$ cat src/rtl/grld_pkg.sv
// Shared types and constants of the glyph run-length decoder.
// Depends on nothing; every other file of the block imports it.
package grld_pkg;

    localparam int unsigned GROUP = 4;
    localparam logic [7:0] ESCAPE_BYTE = 8'h41;
    localparam logic [7:0] RUN_BIAS = 8'h40;

    localparam logic OP_START = 1'b0;
    localparam logic OP_DATA = 1'b1;

    localparam logic CFG_FORMAT = 1'b0;
    localparam logic CFG_PITCH = 1'b1;

    localparam logic FMT_ESCAPE = 1'b0;

    localparam logic [11:0] PITCH_RESET = 12'd1024;

    typedef struct packed {
        logic       op;
        logic [7:0] data_byte;
        logic [9:0] glyph_width;
        logic [9:0] glyph_height;
    } t_in_item;

    typedef struct packed {
        logic [7:0]  pixel_a;
        logic [7:0]  pixel_b;
        logic [7:0]  pixel_c;
        logic [7:0]  pixel_d;
        logic [21:0] addr_a;
        logic [21:0] addr_b;
        logic [21:0] addr_c;
        logic [21:0] addr_d;
        logic [2:0]  valid_count;
        logic        last_pixel;
    } t_out_item;

    // Controller to datapath.
    typedef struct packed {
        logic accept;
        logic emit;
    } t_dp_cmd;

    // Datapath to controller.
    typedef struct packed {
        logic run_active;
        logic slot_free;
        logic final_group;
    } t_dp_status;

endpackage

$ cat src/rtl/glyph_run_length_decoder_core.sv
// Glyph run-length decoder: top level joining sequencer and datapath.
// A data byte is taken in the idle state; its groups are formed in the emit state
// and registered in the output register. A new transaction is taken only after
// the last one is through; a data byte's groups leave the 4-lane address chain
// one group per cycle while the output register is free, and stall with it.
// Reset: synchronous, active low; clears all counters, format to 1, pitch to 1024.
module glyph_run_length_decoder_core import grld_pkg::*; #(
    parameter int unsigned MAX_DIM = 1024,
    parameter int unsigned MAX_PITCH = 4096
) (
    input  logic        i_clk,
    input  logic        i_rst_n,
    // configuration write port
    input  logic        i_cfg_we,
    input  logic        i_cfg_index,
    input  logic [11:0] i_cfg_data,
    // compressed byte / start transactions
    input  logic        i_in_valid,
    output logic        o_in_ready,
    input  t_in_item    i_in_data,
    // pixel group transactions
    output logic        o_out_valid,
    input  logic        i_out_ready,
    output t_out_item   o_out_data
);

    t_dp_cmd    cmd;
    t_dp_status status;

    // The sequencer takes one transaction while idle, then issues one emit
    // per cycle whenever the output register is free, until the run is spent
    // or the glyph is complete.
    grld_ctrl u_ctrl (
        .i_clk      (i_clk),
        .i_rst_n    (i_rst_n),
        .i_in_valid (i_in_valid),
        .o_in_ready (o_in_ready),
        .i_status   (status),
        .o_cmd      (cmd)
    );

    // The datapath decodes the byte on accept (escape, run or literal) and
    // forms up to four pitched pixel addresses per emit.
    grld_dpath #(
        .MAX_DIM   (MAX_DIM),
        .MAX_PITCH (MAX_PITCH)
    ) u_dpath (
        .i_clk       (i_clk),
        .i_rst_n     (i_rst_n),
        .i_cfg_we    (i_cfg_we),
        .i_cfg_index (i_cfg_index),
        .i_cfg_data  (i_cfg_data),
        .i_item      (i_in_data),
        .i_cmd       (cmd),
        .o_status    (status),
        .i_out_ready (i_out_ready),
        .o_out_valid (o_out_valid),
        .o_out_data  (o_out_data)
    );

endmodule

$ cat src/rtl/grld_ctrl.sv
// Sequencer of the glyph run-length decoder: accepts one transaction, then
// steps the datapath through the pixel groups of its run. Uses grld_pkg.
module grld_ctrl import grld_pkg::*; (
    input  logic       i_clk,
    input  logic       i_rst_n,
    input  logic       i_in_valid,
    output logic       o_in_ready,
    input  t_dp_status i_status,
    output t_dp_cmd    o_cmd
);

    typedef enum logic [1:0] {
        S_IDLE = 2'b01,
        S_EMIT = 2'b10
    } t_state;

    t_state r_state;
    t_state n_state;

    always_ff @(posedge i_clk) begin
        if (!i_rst_n) begin
            r_state <= S_IDLE;
        end else begin
            r_state <= n_state;
        end
    end

    always_comb begin
        n_state = r_state;
        o_cmd.accept = 1'b0;
        o_cmd.emit = 1'b0;
        unique case (r_state)
            S_IDLE: begin
                o_cmd.accept = i_in_valid;
                if (i_in_valid) begin
                    n_state = S_EMIT;
                end
            end
            S_EMIT: begin
                // drop out when nothing is left; advance one group per free slot
                if (!i_status.run_active) begin
                    n_state = S_IDLE;
                end else if (i_status.slot_free) begin
                    o_cmd.emit = 1'b1;
                    if (i_status.final_group) begin
                        n_state = S_IDLE;
                    end
                end
            end
            default: n_state = S_IDLE;
        endcase
    end

    assign o_in_ready = (r_state == S_IDLE);

endmodule

$ cat src/rtl/grld_dpath.sv
// Datapath of the glyph run-length decoder: config registers, glyph state,
// four-lane pixel address chain and the output register. Uses grld_pkg.
module grld_dpath import grld_pkg::*; #(
    parameter int unsigned MAX_DIM = 1024,
    parameter int unsigned MAX_PITCH = 4096
) (
    input  logic        i_clk,
    input  logic        i_rst_n,
    input  logic        i_cfg_we,
    input  logic        i_cfg_index,
    input  logic [11:0] i_cfg_data,
    input  t_in_item    i_item,
    input  t_dp_cmd     i_cmd,
    output t_dp_status  o_status,
    input  logic        i_out_ready,
    output logic        o_out_valid,
    output t_out_item   o_out_data
);

    logic        r_format;
    logic [11:0] r_pitch;
    logic [7:0]  r_prev;
    logic [19:0] r_done;
    logic [19:0] r_total;
    logic [9:0]  r_width;
    logic [9:0]  r_col;
    logic [21:0] r_base;
    logic        r_await;
    logic [7:0]  r_run_len;
    logic        r_out_valid;
    t_out_item   r_out;

    // Item decode
    logic [9:0]  w_sat;
    logic [9:0]  h_sat;
    logic [7:0]  dec_len;
    logic [7:0]  dec_val;
    logic        dec_await;

    // Group formation
    logic [9:0]  col_chain [GROUP+1];
    logic [21:0] base_chain [GROUP+1];
    logic [21:0] lane_addr [GROUP];
    logic [GROUP-1:0] lane_ok;
    logic [10:0] col_inc;
    logic [2:0]  cnt;
    logic [19:0] remain;
    logic [19:0] done_next;
    logic [11:0] pitch_sat;
    logic        grp_last;
    t_out_item   grp;

    always_comb begin
        w_sat = (32'(i_item.glyph_width) > MAX_DIM) ? 10'(MAX_DIM) : i_item.glyph_width;
        h_sat = (32'(i_item.glyph_height) > MAX_DIM) ? 10'(MAX_DIM) : i_item.glyph_height;
        pitch_sat = (32'(r_pitch) > MAX_PITCH) ? 12'(MAX_PITCH) : r_pitch;
    end

    always_comb begin
        dec_await = 1'b0;
        dec_len = 8'd1;
        dec_val = i_item.data_byte;
        priority if (r_await) begin
            dec_len = i_item.data_byte;
            dec_val = r_prev;
        end else if (r_format == FMT_ESCAPE) begin
            if (i_item.data_byte == ESCAPE_BYTE) begin
                dec_await = 1'b1;
                dec_len = 8'd0;
                dec_val = r_prev;
            end
        end else if (i_item.data_byte >= ESCAPE_BYTE) begin
            dec_len = i_item.data_byte - RUN_BIAS;
            dec_val = r_prev;
        end else begin
            // literal pixel
            dec_len = 8'd1;
            dec_val = i_item.data_byte;
        end
    end

    // Walk the column/row-base chain across the lanes.
    always_comb begin
        col_chain[0] = r_col;
        base_chain[0] = r_base;
        col_inc = '0;
        remain = r_total - r_done;
        cnt = '0;
        for (int k = 0; k < GROUP; k++) begin
            lane_addr[k] = base_chain[k] + 22'(col_chain[k]);
            col_inc = 11'(col_chain[k]) + 11'd1;
            if (col_inc >= 11'(r_width)) begin
                col_chain[k+1] = '0;
                base_chain[k+1] = base_chain[k] + 22'(pitch_sat);
            end else begin
                col_chain[k+1] = col_inc[9:0];
                base_chain[k+1] = base_chain[k];
            end
            lane_ok[k] = (r_run_len > 8'(k)) && (remain > 20'(k));
            cnt = cnt + 3'(lane_ok[k]);
        end
        done_next = r_done + 20'(cnt);
        grp_last = (done_next == r_total);

        grp.pixel_a = lane_ok[0] ? r_prev : 8'd0;
        grp.pixel_b = lane_ok[1] ? r_prev : 8'd0;
        grp.pixel_c = lane_ok[2] ? r_prev : 8'd0;
        grp.pixel_d = lane_ok[3] ? r_prev : 8'd0;
        grp.addr_a = lane_ok[0] ? lane_addr[0] : 22'd0;
        grp.addr_b = lane_ok[1] ? lane_addr[1] : 22'd0;
        grp.addr_c = lane_ok[2] ? lane_addr[2] : 22'd0;
        grp.addr_d = lane_ok[3] ? lane_addr[3] : 22'd0;
        grp.valid_count = cnt;
        grp.last_pixel = grp_last;
    end

    assign o_status.run_active = (r_run_len != 8'd0) && (r_done < r_total);
    assign o_status.slot_free = !r_out_valid || i_out_ready;
    assign o_status.final_group = (r_run_len == 8'(cnt)) || grp_last;

    // Config registers
    always_ff @(posedge i_clk) begin
        if (!i_rst_n) begin
            r_format <= 1'b1;
            r_pitch <= PITCH_RESET;
        end else if (i_cfg_we) begin
            unique case (i_cfg_index)
                CFG_FORMAT: r_format <= i_cfg_data[0];
                CFG_PITCH:  r_pitch <= i_cfg_data;
                default:    r_pitch <= r_pitch;
            endcase
        end
    end

    // Glyph state
    always_ff @(posedge i_clk) begin
        if (!i_rst_n) begin
            r_prev <= '0;
            r_done <= '0;
            r_total <= '0;
            r_width <= '0;
            r_col <= '0;
            r_base <= '0;
            r_await <= 1'b0;
            r_run_len <= '0;
        end else if (i_cmd.accept) begin
            if (i_item.op == OP_START) begin
                r_width <= w_sat;
                r_total <= 20'(w_sat) * 20'(h_sat);
                r_done <= '0;
                r_col <= '0;
                r_base <= '0;
                r_prev <= '0;
                r_await <= 1'b0;
                r_run_len <= '0;
            end else if (r_done < r_total) begin
                r_await <= dec_await;
                r_prev <= dec_val;
                r_run_len <= dec_len;
            end else begin
                r_run_len <= '0;
            end
        end else if (i_cmd.emit) begin
            r_run_len <= r_run_len - 8'(cnt);
            r_done <= done_next;
            r_col <= col_chain[cnt];
            r_base <= base_chain[cnt];
        end
    end

    // Output register
    always_ff @(posedge i_clk) begin
        if (!i_rst_n) begin
            r_out_valid <= 1'b0;
        end else if (i_cmd.emit) begin
            r_out_valid <= 1'b1;
        end else if (i_out_ready) begin
            r_out_valid <= 1'b0;
        end
    end

    always_ff @(posedge i_clk) begin
        if (i_cmd.emit) begin
            r_out <= grp;
        end
    end

    assign o_out_valid = r_out_valid;
    assign o_out_data = r_out;

endmodule

$ cat config.mk
export PLATFORM = sky130hd
export DESIGN_NAME = glyph_run_length_decoder_core
export DESIGN_NICKNAME = d
export VERILOG_FILES = /design/src/rtl/grld_pkg.sv /design/src/rtl/glyph_run_length_decoder_core.sv /design/src/rtl/grld_ctrl.sv /design/src/rtl/grld_dpath.sv
export SDC_FILE = /design/constraint.sdc
export NUM_CORES = 1
export LEC_CHECK = 0
export BUFFER_PORTS_ARGS = -buffer_cell sky130_fd_sc_hd__buf_2
export CAP_MARGIN = 10
export CORE_MARGIN = 5
export CORE_UTILIZATION = 65
export DETAILED_ROUTE_END_ITERATION = 6
export GPL_TIMING_DRIVEN = 0
export HOLD_SLACK_MARGIN = 0.12
export PLACE_DENSITY_LB_ADDON = 0.1
export SLEW_MARGIN = 20
export SYNTH_ARGS = -nofsm -noshare
export SYNTH_HDL_FRONTEND = slang
export SYNTH_SLANG_ARGS = --single-unit
$ cat constraint.sdc
create_clock -name i_clk -period 20.9 [get_ports i_clk]
set_input_delay 2.09 -clock i_clk [delete_from_list [all_inputs] [get_ports i_clk]]
set_output_delay 2.09 -clock i_clk [all_outputs]
set_load 0.01 [all_outputs]
# Yosys cells after proc, flatten, opt, wreduce, memory -nomap -nowiden
# Index checks and enable logic that the tools add are counted.
# totals
register_bits,239
inputBits,47
out_inout_bits,126
elab_cells,144
# op_classes
n_addsub,19
mul,1
magnitude_cmp,15
n_eq_ne,13
n_mux,53
bitwise_logic,3
reduce_logical,18
# op_table
cell,count
$mux W22,9
$mux W8,13
$mux W10,9
$add A22 B10 Y22,4
$add A22 B12 Y22,4
$bmux W22 S3,1
$mux W20,3
$add A10 B1 Y11 const B,4
$ge A11 B10 Y1,4
$gt A20 B1 Y1 const B,2
$gt A20 B2 Y1 const B,2
$bmux W10 S3,1
$add A20 B3 Y20,1
$eq A20 B20 Y1,1
$lt A20 B20 Y1,1
$mul A10 B10 Y20,1
$sub A20 B20 Y20,1
$gt A8 B1 Y1 const B,2
$gt A8 B2 Y1 const B,2
$mux W1,12
$reduce_and A2 Y1,5
$ne A3 B3 Y1 const B,3
$eq A8 B3 Y1,1
$eq A8 B7 Y1 const B,1
other kinds (22),35

# Longest topological paths before layout
# Gate-level depths: netlist of the first run.
# depth
depth_word,17
mapped_depth,65

# Modules after synthesis
# From an unflattened synthesis of the first run, not the netlist that was laid out.
# hier_totals
cells_unflattened,2686
area_unflattened_um2,22570.4
# modules_own_cells
module,n_inst,cells_per_inst,area_per_inst_um2,seq_area_each_um2
grld_dpath,1,2676,22467.8,5985.7
grld_ctrl,1,10,102.6,40.0

# Worst setup path before layout of the first run
# Ideal clock, no wire load.
# synth_path
kind,register -> register
from,register u_dpath.r_col[5]
to,"register u_dpath.r_out (netlist bit u_dpath.o_out_data[24]), data pin"
setup_time_ns,0.266
arrival_ns,11.669
path_slack_ns,8.965
stages_incl_launch_ff,61
path_buffers,11
synth_period_minus_slack_ns,11.935
path_cell_list,dfxtp_1 > buf_4 > and4_1 > buf_4 > nand4_1 > xor2_1 > inv_1 > ha_1 > a21o_1 > a21oi_1 > nand2_2 > a21oi_4 > buf_2 > buf_2 > nand2_1 > inv_1 > ha_1 > buf_2 > [25 not listed] > buf_4 > nor2_1 > ha_1 > inv_1 > fa_1 > nor2b_1 > o21ai_0 > a21boi_0 > o21ai_0 > a21boi_0 > o21ai_0 > a21boi_0 > o21a_1 > o211a_1 > nand2_1 > nor4_1 > xor2_1 > nor2_1
# synth_via
elab_chain_len,10
# synth_lines
element,line,source
from (decl),grld_dpath.sv:26,logic [9:0] r_col;
from (signal assigned),grld_dpath.sv:166,r_col <= col_chain[cnt];
$add A10 B1 Y11 *,grld_dpath.sv:91,col_inc = 11'(col_chain[k]) + 11'd1;
$ge A11 B10 Y1,grld_dpath.sv:92,if (col_inc >= 11'(r_width)) begin
$mux W10,grld_dpath.sv:92,
$add A10 B1 Y11,grld_dpath.sv:91,
$ge A11 B10 Y1,grld_dpath.sv:92,
$mux W10,grld_dpath.sv:92,
$add A10 B1 Y11,grld_dpath.sv:91,
$ge A11 B10 Y1,grld_dpath.sv:92,
$mux W22 or $mux W10 (tied branches),grld_dpath.sv:92,
$add A22 B10 Y22 *,grld_dpath.sv:90,lane_addr[k] = base_chain[k] + 22'(col_chain[k]);
to (signal assigned),grld_dpath.sv:184,r_out <= grp;
to (decl),grld_dpath.sv:31,t_out_item r_out;
# Mark *: on every way between the ends. The rest lies on a longest branch, timed or not.
# A chain may end at the register's enable or synchronous reset.

# Worst setup path after layout of the first run
# layout_path
from,register u_dpath.r_col[0]
to,"register u_dpath.r_out (netlist bit u_dpath.o_out_data[24]), data pin"
# The elaborated chain is that of the path after synthesis.

==> run_results.csv, run 1 <==
group,metric,value,unit
logic_synthesis,synth-seq-area-share,0.2622,
die,coreArea,34710,um^2
power_and_ir_drop,ir_drop,0.2297,mV
job,maxCapViolCount,0,
grt,grt_pass1_wl,119.7,mm
die,ios,173,
route,via_per_inst,6.521,
sta,skew,0.01777,ns
outcome,status,"finished clean",
setup_path,worstSetupStartpointType,"register",
cells_and_area,multi_input_area,15620,um^2
clock_network,postCtsSetupBuffers,0,
clock_network,cts_buffer_depth,3,
hold_path,hold_class,"register to register",
sta,worstMarginPinSlew,1.208,ns
sta,hold_violations,0,
grt,gr-total-overflow,0,
clock_network,root_buffer,"clkbuf_16",
setup_path,worstPathRequired,21.19,ns
setup_path,worstSetupPathType,"register to register",
place,portBuffers,162,
route,dr_total_vias,22303,
logic_synthesis,ys_warn_count,0,
sta,grt_setup_unrepaired,"false",
clock_network,cts_tree,"yes",
cells_and_area,fin_area,25240,um^2
sta,finalSetupTns,0,ns
sta,slew_violations,0,
logic_synthesis,synth_cell_type_count,108,
die,die_w,198.0,um
setup_path,rrSetupSlack,3.25,ns
hold_path,min_path_cells,2,
logic_synthesis,netlist_instances,2754,
cells_and_area,fillers,2684,
cells_and_area,syn2layout_area_growth,9.849,%
clock_network,clk_pin_slew,0.06,ns
clock_network,ctsHtreeMaxLevel,1,
die,rows,68,
hold_path,hold_end,"u_dpath.r_width[3]$_SDFFE_PN0P_",
setup_path,critPathMaxFanout,10,
logic_synthesis,syn_area,22980,um^2
route,postRouteAntennaNets,0,
sta,finalCriticalPeriod,17.65,ns
logic_synthesis,synth_compound_area_frac,0.1892,
die,start_util,0.6620,
setup_path,cpMaxStageDelayCell,"o21ai_1",
setup_path,cp_common_cell,"ha_1",
setup_path,slowest_delay,0.96,ns
clock_network,clk_latency,0.56,ns
sta,setup_violations,0,
grt,grt_pass1_vias,21909,
cells_and_area,antennaDiodeCount,0,
place,dp_hpwl,61.65,mm
cells_and_area,layout.nets,3285,
logic_synthesis,ys_async_sr_fraction,0,
power_and_ir_drop,power_density,146.8,nW/um^2
logic_synthesis,synthAdderAreaFrac,0.1826,
cells_and_area,drive_above_1_share,0.1049,
setup_path,crit_path_end_kind,"register",
logic_synthesis,ys.flop_type,"edfxtp_1",
grt,grt_max_degree,62,
logic_synthesis,syn-mean-instance-area,8.345,um^2
setup_path,crit_arrival,17.94,ns
route,wl,78.87,mm
route,drc,0,
die,dieArea,39220,um^2
sta,period_share,0.8443,
route,wl_per_cell,23.06,um
logic_synthesis,synth_mux_area_frac,0.02232,
logic_synthesis,synth_xor_area_frac,0.08619,
route,drt_iter0_drc,2219,
logic_synthesis,synth_enable_flop_cells,124,
clock_network,cts_made_buffers,27,
clock_network,hold_buffers,0,
die,die_h,198.0,um
place,placed_cell_area,24420,um^2
sta,maxSlewHeadroom,0.1889,
grt,grt.total_usage,0.3882,
hold_path,min_from,"u_dpath.r_width[3]$_SDFFE_PN0P_",
place,place.gp.congestion,1.038,
logic_synthesis,yosys_register_bits,239,
setup_path,rr_worst_depth,55,
logic_synthesis,synth_top_family_by_area,"simple AND/OR/NAND/NOR gates",
setup_path,r2r_start,"u_dpath.r_col[0]$_SDFFE_PN0P_",
route,drtPass1Iterations,7,
grt,grt_antenna_before_repair,0,
setup_path,rr_endpoint,"u_dpath.o_out_data[24]$_SDFFCE_PN0P_",
sta,fmax,56.67,MHz
logic_synthesis,syn_nets,3092,
clock_network,cts_resized,0,
logic_synthesis,yosys.area_share.simple,0.1992,
clock_network,clock-sinks,239,
power_and_ir_drop,p_leak,10.80,nW
cells_and_area,regArea,6026,um^2
[worst max path at each step]
stage | startpoint | end | slack [ns] | cells past startpoint
after floorplan | u_dpath.r_col[5]$_SDFFE_PN0P_ | u_dpath.o_out_data[24]$_SDFFCE_PN0P_ | 8.97 | 60
after detailed placement | u_dpath.r_col[0]$_SDFFE_PN0P_ | u_dpath.o_out_data[24]$_SDFFCE_PN0P_ | 4.15 | 55
after global placement | u_dpath.r_col[0]$_SDFFE_PN0P_ | u_dpath.o_out_data[24]$_SDFFCE_PN0P_ | 4.35 | 55
final | u_dpath.r_col[0]$_SDFFE_PN0P_ | u_dpath.o_out_data[24]$_SDFFCE_PN0P_ | 3.25 | 55
after global routing | u_dpath.r_col[0]$_SDFFE_PN0P_ | u_dpath.o_out_data[24]$_SDFFCE_PN0P_ | 2.89 | 55
after CTS | u_dpath.r_col[0]$_SDFFE_PN0P_ | u_dpath.o_out_data[24]$_SDFFCE_PN0P_ | 4.08 | 55
[layout by cell type, fill, tap and decap left out, drive strengths merged, types with 80 or more instances in the layout]
cell,synthesis,layout
a21oi,210,210
dfxtp,115,115
nand2,265,265
buf,26,190
inv,211,212
o21ai,118,118
nor2,309,309
nor3,80,80
xnor2,155,155
edfxtp,124,124
ha,217,217
clkbuf,99,137
[cell type report]
cell class	count	share of cell area
plain buffers	125	0.02151
clock buffers	38	0.03043
clock inverters	9	0.002032
inverters	213	0.03172
multi-input cells	2177	0.6188
flip-flops and latches	239	0.2387
well taps	455	0.02255
repair buffers	164	0.03430
[cell usage after synthesis, types with 21 or more instances]
library cell  instances  share of area
nor2_1              306          0.050
nand2_1             263          0.043
ha_1                217           0.12
inv_1               210          0.034
a21oi_1             205          0.045
xnor2_1             150          0.057
edfxtp_1            124           0.16
dfxtp_1             115           0.10
o21ai_0             112          0.024
clkbuf_1             98          0.016
nor3_1               80          0.017
fa_1                 74          0.064
xor2_1               65          0.025
and2_1               63          0.017
a21o_1               58          0.019
nand3_1              56          0.012
a22oi_1              30         0.0098
nor2b_1              29         0.0079
nand4_1              28         0.0076
o21bai_1             26         0.0085
and3_1               25         0.0068
mux2i_1              24          0.010
a31oi_1              23         0.0063
mux2_2               23          0.011
nor4_1               23         0.0063
o22ai_1              23         0.0063
o21a_1               21         0.0069
[worst max-delay path, delay by kind of cell (launching register included)]
| family | cells | cell delay [ns] |
|---|---|---|
| flip-flops | 1 | 0.67 |
| AND/OR/NAND/NOR | 14 | 3.25 |
| AO/OA/AOI/OAI | 22 | 7.16 |
| XOR/XNOR | 2 | 0.83 |
| buffers and inverters | 9 | 2.90 |
| adder cells (fa/ha/maj) | 8 | 2.52 |
[state kept, by name, indices dropped and copies added (netlist names)]
register	cells
u_ctrl.r_state	2
u_dpath.r_base	22
u_dpath.o_out_valid	1
u_dpath.r_col	10
u_dpath.r_done	20
u_dpath.r_width	10
u_dpath.pitch_sat	12
u_dpath.r_format	1
u_dpath.o_out_data	124
u_dpath.r_total	20
u_dpath.r_run_len	8
u_dpath.r_await	1
u_dpath.r_prev	8
[kinds of logic after synthesis]
| kind of cell | after synthesis |
|---|---|
| mux | 48 |
| compound gates | 658 |
| xor+xnor | 221 |
| simple gates | 959 |
| fa+ha+maj | 291 |
| buf+inv | 338 |
| flops | 239 |
[per-stage QoR]
stage	setup slack, ns	util	power (mW)	hold WS, ns	cells
finish	3.254	0.7272	3.706	0.4576	3420
global route	2.893	0.7272	3.840	0.4820	3420
CTS	4.083	0.7271	3.583	0.4562	3420
detailed placement	4.151	0.7035	3.123	0.4475	3373
global placement	4.345	0.7018	3.061	0.4453	3371
floorplan	8.965	-	2.269	0.4363	2754
[per-layer routing]
layer | GRT usage | share of wire | vias up
li1 | - | - | 10093
met1 | 0.4868 | 0.38 | 10541
met2 | 0.6351 | 0.45 | 1367
met3 | 0.06840 | 0.10 | 302
met4 | 0.2186 | 0.068 | 0
met5 | 0 | 0 | -
[where the power goes]
group | internal, mW | total, mW | switching [mW] | leakage [nW]
clock network | 0.255 | 0.456 | 0.201 | 0.407
registers | 0.537 | 0.568 | 0.0309 | 2.19
logic | 0.848 | 2.68 | 1.83 | 8.21
No activity file was read; power rests on OpenSTA's default activity.
==> run 2, diff against run 1 <==
- CORE_UTILIZATION: 65 -> 63
- clock period: 20.9 -> 17.7 ns (I/O delays scaled with it)
==> run_results.csv, run 2 (synthesis gave the netlist of run 1 again) <==
group,metric,value,unit
outcome,status,"finished clean",
cells_and_area,multi_input_area,15620,um^2
hold_path,min_from,"u_dpath.r_width[6]$_SDFFE_PN0P_",
power_and_ir_drop,power_density,173.6,nW/um^2
cells_and_area,layout.nets,3286,
cells_and_area,mostFrequentLayoutCell,"nor2_1",
grt,grt_pass1_wl,120.1,mm
setup_path,crit_family,"compound AO/OA/AOI/OAI gates",
grt,grt_max_degree,61,
setup_path,critPathMaxFanout,10,
sta,slew_violations,0,
route,via_per_inst,6.372,
setup_path,cpMaxStageDelayCell,"a21oi_1",
die,rows,70,
cells_and_area,largest_reg_flops,124,
die,start_util,0.6323,
setup_path,worstSetupStartpointType,"register",
setup_path,crit_path_end_kind,"register",
sta,hold_violations,0,
route,wl,77.99,mm
power_and_ir_drop,ir_drop,0.2721,mV
setup_path,crit_start,"u_dpath.r_col[0]$_SDFFE_PN0P_",
cells_and_area,fillers,3005,
cells_and_area,regArea,6026,um^2
clock_network,cts_buffer_depth,3,
die,coreArea,36350,um^2
route,dr_total_vias,21913,
clock_network,ctsHtreeMaxLevel,1,
clock_network,clk_latency,0.60,ns
die,die_w,201.0,um
sta,maxSlewHeadroom,0.2112,
route,drt_iter0_drc,2131,
clock_network,cts_made_buffers,28,
sta,finalCriticalPeriod,17.03,ns
cells_and_area,drive_above_1_share,0.1067,
job,maxCapViolCount,0,
setup_path,cp_common_cell,"ha_1",
setup_path,worstSetupPathType,"register to register",
sta,period_share,0.9621,
clock_network,root_buffer,"clkbuf_16",
clock_network,clk_pin_slew,0.06,ns
route,drtPass1Iterations,7,
die,die_h,201.0,um
sta,grt_setup_unrepaired,"false",
grt,grt.total_usage,0.3730,
hold_path,hold_class,"register to register",
sta,finalSetupTns,0,ns
place,portBuffers,162,
clock_network,postCtsSetupBuffers,0,
die,ios,173,
setup_path,crit_arrival,17.33,ns
setup_path,slowest_delay,0.84,ns
route,drc,0,
cells_and_area,layout_common_cells,"306 x nor2_1, 263 x nand2_1, 217 x ha_1, 210 x inv_1, 205 x a21oi_1",
route,postRouteAntennaNets,0,
sta,holdWs,0.4554,ns
clock_network,clock-sinks,239,
power_and_ir_drop,p_leak,10.84,nW
sta,fmax,58.73,MHz
grt,grt_antenna_before_repair,0,
setup_path,r2r_start,"u_dpath.r_col[0]$_SDFFE_PN0P_",
setup_path,path_buf_inv,9,
die,dieArea,40400,um^2
route,wl_per_cell,22.68,um
sta,worstMarginPinSlew,1.178,ns
grt,grt_pass1_vias,21604,
grt,gr-total-overflow,0,
cells_and_area,syn2layout_area_growth,10.36,%
clock_network,hold_buffers,0,
place,place.gp.congestion,1.014,
place,dp_hpwl,61.45,mm
clock_network,cts_resized,0,
sta,setup_violations,0,
sta,skew,0.03648,ns
setup_path,worstPathRequired,18.00,ns
clock_network,cts_tree,"yes",
-- run 2: cell types whose count changed in the layout (fill, tap and decap cells not counted), sizes merged --
cell	change
clkbuf	-4
clkinv	+4
bufinv	+2
inv	+2
clkinvlp	+1
diode	+1
-- run 2: path summary, 6_finish.rpt --
path,to,slack [ns],cells after the start
min reg2reg,u_dpath.r_width[6]$_SDFFE_PN0P_,0.46,2
min,u_dpath.r_width[6]$_SDFFE_PN0P_,0.46,2
max,u_dpath.o_out_data[24]$_SDFFCE_PN0P_,0.67,54
max reg2reg,u_dpath.o_out_data[24]$_SDFFCE_PN0P_,0.67,54
-- run 2: cell type report --
type / count / share of cell area
clock inverter: 18 / 0.007203
buffer: 125 / 0.02141
tap: 468 / 0.02309
clock buffer: 34 / 0.02931
inverter: 213 / 0.03158
sequential: 239 / 0.2376
multi-input combinational: 2177 / 0.6159
antenna: 1 / 0.00009867
timing repair buffer: 164 / 0.03384
-- run 2: per-layer routing --
metal	part of all wire	GRT usage	vias to the layer above
met5	0	0	-
met4	0.065	0.2067	0
met1	0.38	0.4642	10337
li1	-	-	10094
met3	0.099	0.06979	280
met2	0.46	0.6131	1202
-- run 2: tightest hold or removal path: cells and delay by family, from the launching register on --
kind,cells,cell delay [ns]
AO/OA/AOI/OAI,1,0.05
flip-flops,1,0.31
AND/OR/NAND/NOR,1,0.05
-- run 2: where the power goes --
part / switching [mW] / internal, mW / total [mW]
Sequential: 0.0352 / 0.634 / 0.669
Clock: 0.261 / 0.332 / 0.593
Combinational: 2.14 / 1.00 / 3.14
Total: 2.44 / 1.97 / 4.40
-- run 2: per-stage QoR --
stage | instance area (um^2) | setup slack, ns | utilization | std cells | power [mW]
5_1_grt | 25360 | 0.1507 | 0.6977 | 3438 | 4.596
3_3_place_gp | 24380 | 1.132 | 0.6707 | 3384 | 3.614
2_1_floorplan | 22980 | 5.765 | - | 2754 | 2.679
4_1_cts | 25350 | 0.9371 | 0.6976 | 3438 | 4.277
6_report | 25360 | 0.6715 | 0.6977 | 3439 | 4.403
3_5_place_dp | 24430 | 1.081 | 0.6721 | 3386 | 3.681
